===== src/sv/cna_pkg.sv =====
// Shared operation codes and side-band word type for the complex number ALU.
package cna_pkg;

  localparam logic [3:0] KIND_ADD = 4'd0;
  localparam logic [3:0] KIND_SUB = 4'd1;
  localparam logic [3:0] KIND_MUL = 4'd2;
  localparam logic [3:0] KIND_DIV = 4'd3;
  localparam logic [3:0] KIND_EQ  = 4'd4;
  localparam logic [3:0] KIND_NE  = 4'd5;
  localparam logic [3:0] KIND_GT  = 4'd6;
  localparam logic [3:0] KIND_LE  = 4'd7;
  localparam logic [3:0] KIND_LT  = 4'd8;
  localparam logic [3:0] KIND_GE  = 4'd9;

  // Everything about a word that is settled before the divider chain.
  typedef struct packed {
    logic [31:0] res_real;
    logic [31:0] res_imag;
    logic        test_true;
    logic        overflow;
    logic        divide_by_zero;
    logic        is_div;
  } side_t;

endpackage


===== src/sv/cna_div_cell.sv =====
// One restoring-division cell: settles one quotient bit for both lanes.
module cna_div_cell #(
  parameter int DATA_WIDTH = 32,
  parameter int FRAC_BITS  = 16,
  parameter int BIT_IDX    = 0
) (
  input  logic                              clk_i,
  input  logic                              rst_ni,
  input  logic                              en_i,
  input  logic                              valid_i,
  input  cna_pkg::side_t                    side_i,
  input  logic [2*DATA_WIDTH-1:0]           den_i,
  input  logic [1:0][2*DATA_WIDTH-1:0]      num_i,
  input  logic [1:0]                        neg_i,
  input  logic [1:0][2*DATA_WIDTH-1:0]      rem_i,
  input  logic [1:0][DATA_WIDTH-1:0]        quo_i,
  input  logic [1:0]                        stk_i,
  output logic                              valid_o,
  output cna_pkg::side_t                    side_o,
  output logic [2*DATA_WIDTH-1:0]           den_o,
  output logic [1:0][2*DATA_WIDTH-1:0]      num_o,
  output logic [1:0]                        neg_o,
  output logic [1:0][2*DATA_WIDTH-1:0]      rem_o,
  output logic [1:0][DATA_WIDTH-1:0]        quo_o,
  output logic [1:0]                        stk_o
);
  import cna_pkg::*;

  localparam int PW     = 2 * DATA_WIDTH;
  localparam bit HAS_NB = (BIT_IDX >= FRAC_BITS);
  localparam int NB_POS = HAS_NB ? (BIT_IDX - FRAC_BITS) : 0;

  logic                  valid_q;
  side_t                 side_q;
  logic [PW-1:0]         den_q;
  logic [1:0][PW-1:0]    num_q;
  logic [1:0]            neg_q;
  logic [1:0][PW-1:0]    rem_q, rem_d;
  logic [1:0][DATA_WIDTH-1:0] quo_q, quo_d;
  logic [1:0]            stk_q, stk_d;

  always_comb begin
    logic [PW-1:0] shifted;
    logic          nb;
    logic          ge;
    rem_d = '0;
    quo_d = '0;
    stk_d = '0;
    for (int l = 0; l < 2; l++) begin
      nb      = HAS_NB ? num_i[l][NB_POS] : 1'b0;
      // remainder stays below the divisor, so its top bit is clear
      shifted = {rem_i[l][PW-2:0], nb};
      ge      = (shifted >= den_i);
      rem_d[l] = ge ? (shifted - den_i) : shifted;
      quo_d[l] = {quo_i[l][DATA_WIDTH-2:0], ge};
      stk_d[l] = stk_i[l] | quo_i[l][DATA_WIDTH-1];
    end
  end

  always_ff @(posedge clk_i or negedge rst_ni) begin
    if (!rst_ni) begin
      valid_q <= 1'b0;
    end else if (en_i) begin
      valid_q <= valid_i;
    end
  end

  always_ff @(posedge clk_i) begin
    if (en_i) begin
      side_q <= side_i;
      den_q  <= den_i;
      num_q  <= num_i;
      neg_q  <= neg_i;
      rem_q  <= rem_d;
      quo_q  <= quo_d;
      stk_q  <= stk_d;
    end
  end

  assign valid_o = valid_q;
  assign side_o  = side_q;
  assign den_o   = den_q;
  assign num_o   = num_q;
  assign neg_o   = neg_q;
  assign rem_o   = rem_q;
  assign quo_o   = quo_q;
  assign stk_o   = stk_q;

endmodule


===== config.mk =====
export PLATFORM = sky130hd
export DESIGN_NAME = cna_div_cell
export DESIGN_NICKNAME = d
export VERILOG_FILES = /design/src/sv/cna_pkg.sv /design/src/sv/cna_div_cell.sv
export SDC_FILE = /design/constraint.sdc
export NUM_CORES = 1
export LEC_CHECK = 0
export BUFFER_PORTS_ARGS = -buffer_cell sky130_fd_sc_hd__buf_2
export CORE_AREA = 5 5 349 351
export CTS_CLUSTER_DIAMETER = 120
export DETAILED_ROUTE_END_ITERATION = 12
export DIE_AREA = 0 0 354 356
export PLACE_DENSITY = 0.5
export SYNTH_ARGS = -nofsm -noshare
export SYNTH_HDL_FRONTEND = slang
export SYNTH_SLANG_ARGS = --single-unit

===== constraint.sdc =====
create_clock -name clk_i -period 0.95 [get_ports clk_i]
set_input_delay 0.1425 -clock clk_i [delete_from_list [all_inputs] [get_ports clk_i]]
set_output_delay 0.1425 -clock clk_i [all_outputs]
set_load 0.005 [all_outputs]

* Word level (Yosys, flattened, before mapping)
Index checks and enable logic that the tools add are counted.
Storage, ports and cells: bits in registers 457, output and inout port bits 457, logic and storage cells 26, input port bits 460
Operators by class: multiplexer cells 2, add/subtract/negate cells 2, magnitude comparators 2, bitwise logic cells 2
Operators with widths (number):
- 64-bit greater-or-equal comparator | 2
- 64-bit two-way mux | 2
- 64-bit subtractor | 2
- 1-bit OR | 2

* Longest topological paths before layout
depth in word-level cells 2, gate-level depth with buffers 15, gate-level depth less buffers 12

* Worst setup path after synthesis
Ideal clock, no wire load.
path type input port to flip-flop, start input den_i[0], end register rem_q (netlist bit rem_o[1]) (data pin), slack -2.183 ns, path buffers 1, cell stages on the path 12, required time 0.690 ns, library setup time 0.260 ns, arrival 2.873 ns, cell sequence inv_1 > fa_1 > a211oi_1 > nor2_1 > o311ai_0 > o211ai_1 > a21oi_2 > a21o_1 > nand3_1 > a31oi_2 > buf_2 > mux2_2
RTL lines:
- start: declaration | RTL line cna_div_cell.sv:12 | input logic [2*DATA_WIDTH-1:0] den_i,
- end signal: assignment | RTL line cna_div_cell.sv:74 | rem_q <= rem_d;
- end: declaration | RTL line cna_div_cell.sv:38 | logic [1:0][PW-1:0] rem_q, rem_d;

==> summary.md <==
| Metric | Value |
|---|---|
| Reg clk slew, reported paths | 0.06 ns |
| Yosys cell types | 71 |
| First-pass GRT wire length | 169000 µm |
| Clock Skew | 0 ns |
| Routed WL per cell | 22.0 µm |
| Commonest cells post-synth | 456 x edfxtp_1, 193 x a21oi_1, 153 x nand2_1 |
| Reg power frac | 37.8% |
| CTS H-tree lvls | 2 |
| CP max stage cell | fa_2 |
| Share of post-route cells with drive strength above 1 | 47.4% |
| Final Critical Period | 2.82 ns |
| Total CTS buffers | 56 |
| Mean area per synthesized cell | 11.9 µm² |
| Count leader, synth | edfxtp_1 |
| Post-place setup slack | -2.70 ns |
| CP startpoint | den_i[1] |
| GPL Wtd Cong | 0.905 |
| Final setup viols | 1043 |
| Status | finished with violations |
| GRT overflow | 0 |
| Crit. End Element | flop |
| Clk pwr share | 33.0% |
| Syn nets | 2531 |
| Min-delay src | rem_i[0] |
| WP data required | 1.34 ns |
| Cells after synthesis | 1941 |
| Int Power | 47300 µW |
| Largest area contributor in the netlist | edfxtp_1 |
| CTS Sinks | 457 |
| Die X | 354 µm |
| Largest net degree at the start of global routing | 48 |
| Initial core utilization | 19.4% |
| Top-area cell type share of the netlist area | 59.4% |
| Antenna Nets Post-Route | 0 |
| Final period util | 297% |
| Slew @ Worst Pin | 0.759 ns |
| IO Port Bufs | 914 |
| Final slew viol count | 0 |
| Vias in the first global route | 24700 |
| Combinational share of power | 29.2% |
| CTS tree | done |
| Net Sw Power | 19600 µW |
| Die Y | 356 µm |
| Critical path's top delay family | compound AO/OA/AOI/OAI gates |
| Final net count | 4543 |
| CP startpoint kind | primary input |
| Ranking of synthesized cells by area | edfxtp_1 59%, ha_1 6.9%, a21oi_1 4.2%, xnor2_1 2.9%, o21ai_0 2.9% |
| EDFF count, synth | 456 |
| CP dominant cell by count | buf_12 |
| Net switching fraction of the power | 29.3% |
| Detailed Route WL | 122000 µm |
| Final Hold Vio Count | 0 |
| WP data arrival | 3.21 ns |
| Fin cells | 5566 |
| Worst slew margin | 48.9% |
| Worst R2R Start | valid_o |
| Pwr Density | 1560 mW/mm² |
| Leakage power | 0.0189 µW |
| Unrepaired setup endpoints after global routing | true |
| CP bufs+invs | 6 |
| Vias per cell | 4.29 |
| Total core area | 0.119 mm² |
| Filler instances | 11900 |
| Crit-path max FO | 5 |
| Count of yosys warnings during synthesis | 0 |
| Top FF cell, synth | edfxtp_1 |
| Crit-path cells | buf_8 -> clkinvlp_4 -> buf_6 -> fa_2 -> a211oi_2 -> nor2_2 -> o311ai_2 -> o211ai_1 -> a21oi_2 -> buf_12 -> a21o_1 -> nand3_2 -> a31oi_4 -> buf_12 -> buf_16 -> mux2_4 |
| Router iterations before antenna repair | 5 |
| DRC errors left | 0 |
| Initial DRC Count | 1433 |
| Syn-to-layout area delta | 85.7% |
| Io pins | 917 |
| Async SR Flop Fraction | 0.219% |
| CTS max path bufs | 3 |
| Worst min path class | primary input to flop |
| Area of the die | 0.126 mm² |
| Final setup margin | -1.87 ns |
| Max Cap Viol | 0 |
| Max Fclk | 355 MHz |
| GRT Total Usage | 18.2% |
| Finished Core Util | 36.1% |
| Clk_lat worst skew | 0.64 ns |
| Max stage delay on crit path | 0.39 ns |
| Flops & latches, synth | 457 |
| Worst vdd ir | 1.35 mV |
| Sequential cell area fraction in the yosys report | 59.5% |
| DP Wirelength | 94600 µm |
| Row cnt | 127 |
| Root buf cell | clkbuf_16 |
| CP Class | primary input to flop |
| Via count | 23900 |
| Number of cells after detailed placement | 4941 |
| Netlist Area Pre-Place | 0.0231 mm² |
| Antenna violations before repair | 43 |
| Violated checks | negative setup slack |
| Hold_ws | 0.125 ns |
[cells in the final DEF (no fill, tap or decap), drive strengths merged, types with 16 or more instances in the layout]
cell | synthesis | final
xor2 | 39 | 39
edfxtp | 456 | 456
buf | 23 | 1576
clkinv | 0 | 20
ha | 128 | 128
a21oi | 194 | 194
a21o | 77 | 77
mux2 | 16 | 16
o21ai | 139 | 139
inv | 98 | 101
o21bai | 36 | 36
o21a | 20 | 20
xnor2 | 77 | 77
nor3 | 17 | 17
dlygate4sd3 | 0 | 458
nor2 | 136 | 136
clkbuf | 62 | 69
nand3 | 30 | 30
nand4 | 44 | 44
a31oi | 19 | 19
diode | 0 | 21
nand2 | 153 | 153
[power by group through the flow]
stage / Combinational [µW] / Sequential (µW) / Clock [µW]
2_1_floorplan: 5720 / 25800 / 0
3_3_place_gp: 15500 / 25600 / 0
3_5_place_dp: 15500 / 25600 / 0
4_1_cts: 18600 / 25200 / 22700
5_1_grt: 20900 / 25400 / 23600
6_report: 19500 / 25200 / 22100
[timing repair]
item / in CTS / in global routing
gates resized for setup: 202 / 233
setup buffers: 23 / 11
pin swaps: 40 / 59
hold buffers: 458 / 0
gates cloned: 8 / 7
setup endpoints to repair: 587 / 1043
endpoints found under the hold margin: 499 / 0
[metrics by stage]
stage | area, µm² | TNS, ns | power [µW]
6_report | 42800 | -498.50 | 66900
5_1_grt | 42800 | -552.99 | 69900
4_1_cts | 41900 | -525.47 | 66500
3_5_place_dp | 34200 | -355.87 | 41100
3_3_place_gp | 34200 | -352.91 | 41100
2_1_floorplan | 23200 | -233.91 | 31500
[routing by layer]
| metal | track usage [%] | vias to the layer above | routed length [µm] |
|---|---|---|---|
| met3 | 5.80 | 204 | 10300 |
| met2 | 31.4 | 901 | 59000 |
| li1 | - | 11300 | - |
| met1 | 21.2 | 11400 | 48200 |
| met5 | 0 | - | 68 |
| met4 | 6.73 | 10 | 4610 |
[cell type report]
type | count | area [µm²] | share of cell area, %
Antenna cell | 21 | 52.6 | 0.123
Clock buffer | 64 | 1430 | 3.34
Clock inverter | 38 | 442 | 1.03
Inverter | 98 | 377 | 0.880
Multi-Input combinational cell | 1301 | 9690 | 22.6
Sequential cell | 457 | 13700 | 32.0
Tap cell | 1548 | 1940 | 4.52
Timing Repair Buffer | 2039 | 15200 | 35.4
[cells by family after synthesis]
kind of cell,after synthesis,synth area share [%]
muxes,18,0.868
xor gates and xnor gates,116,4.41
adders and majority gates,130,7.12
AOI/OAI and AO/OA,572,15.4
DFF,457,59.5
and+or+nand+nor,465,9.38
buffers and inverters,183,3.29
[state kept, by name (all words and copies together), names as in the netlist]
name and count:
side_o 68, neg_o 2, stk_o 2, rem_o 128
den_o 64, valid_o 1, quo_o 64, num_o 128
[path summary, 6_finish.rpt]
kind	endpoint	slack [ns]	depth (start not counted)
setup / recovery	rem_o[23]	-1.87	16
hold / removal	rem_o[1]	0.12	3
setup reg to reg	valid_o	0.21	1
hold reg to reg	valid_o	0.51	1
max in group asynchronous	valid_o	0.51	3
min in group asynchronous	valid_o	0.34	3
No activity file was read; power rests on OpenSTA's default activity.
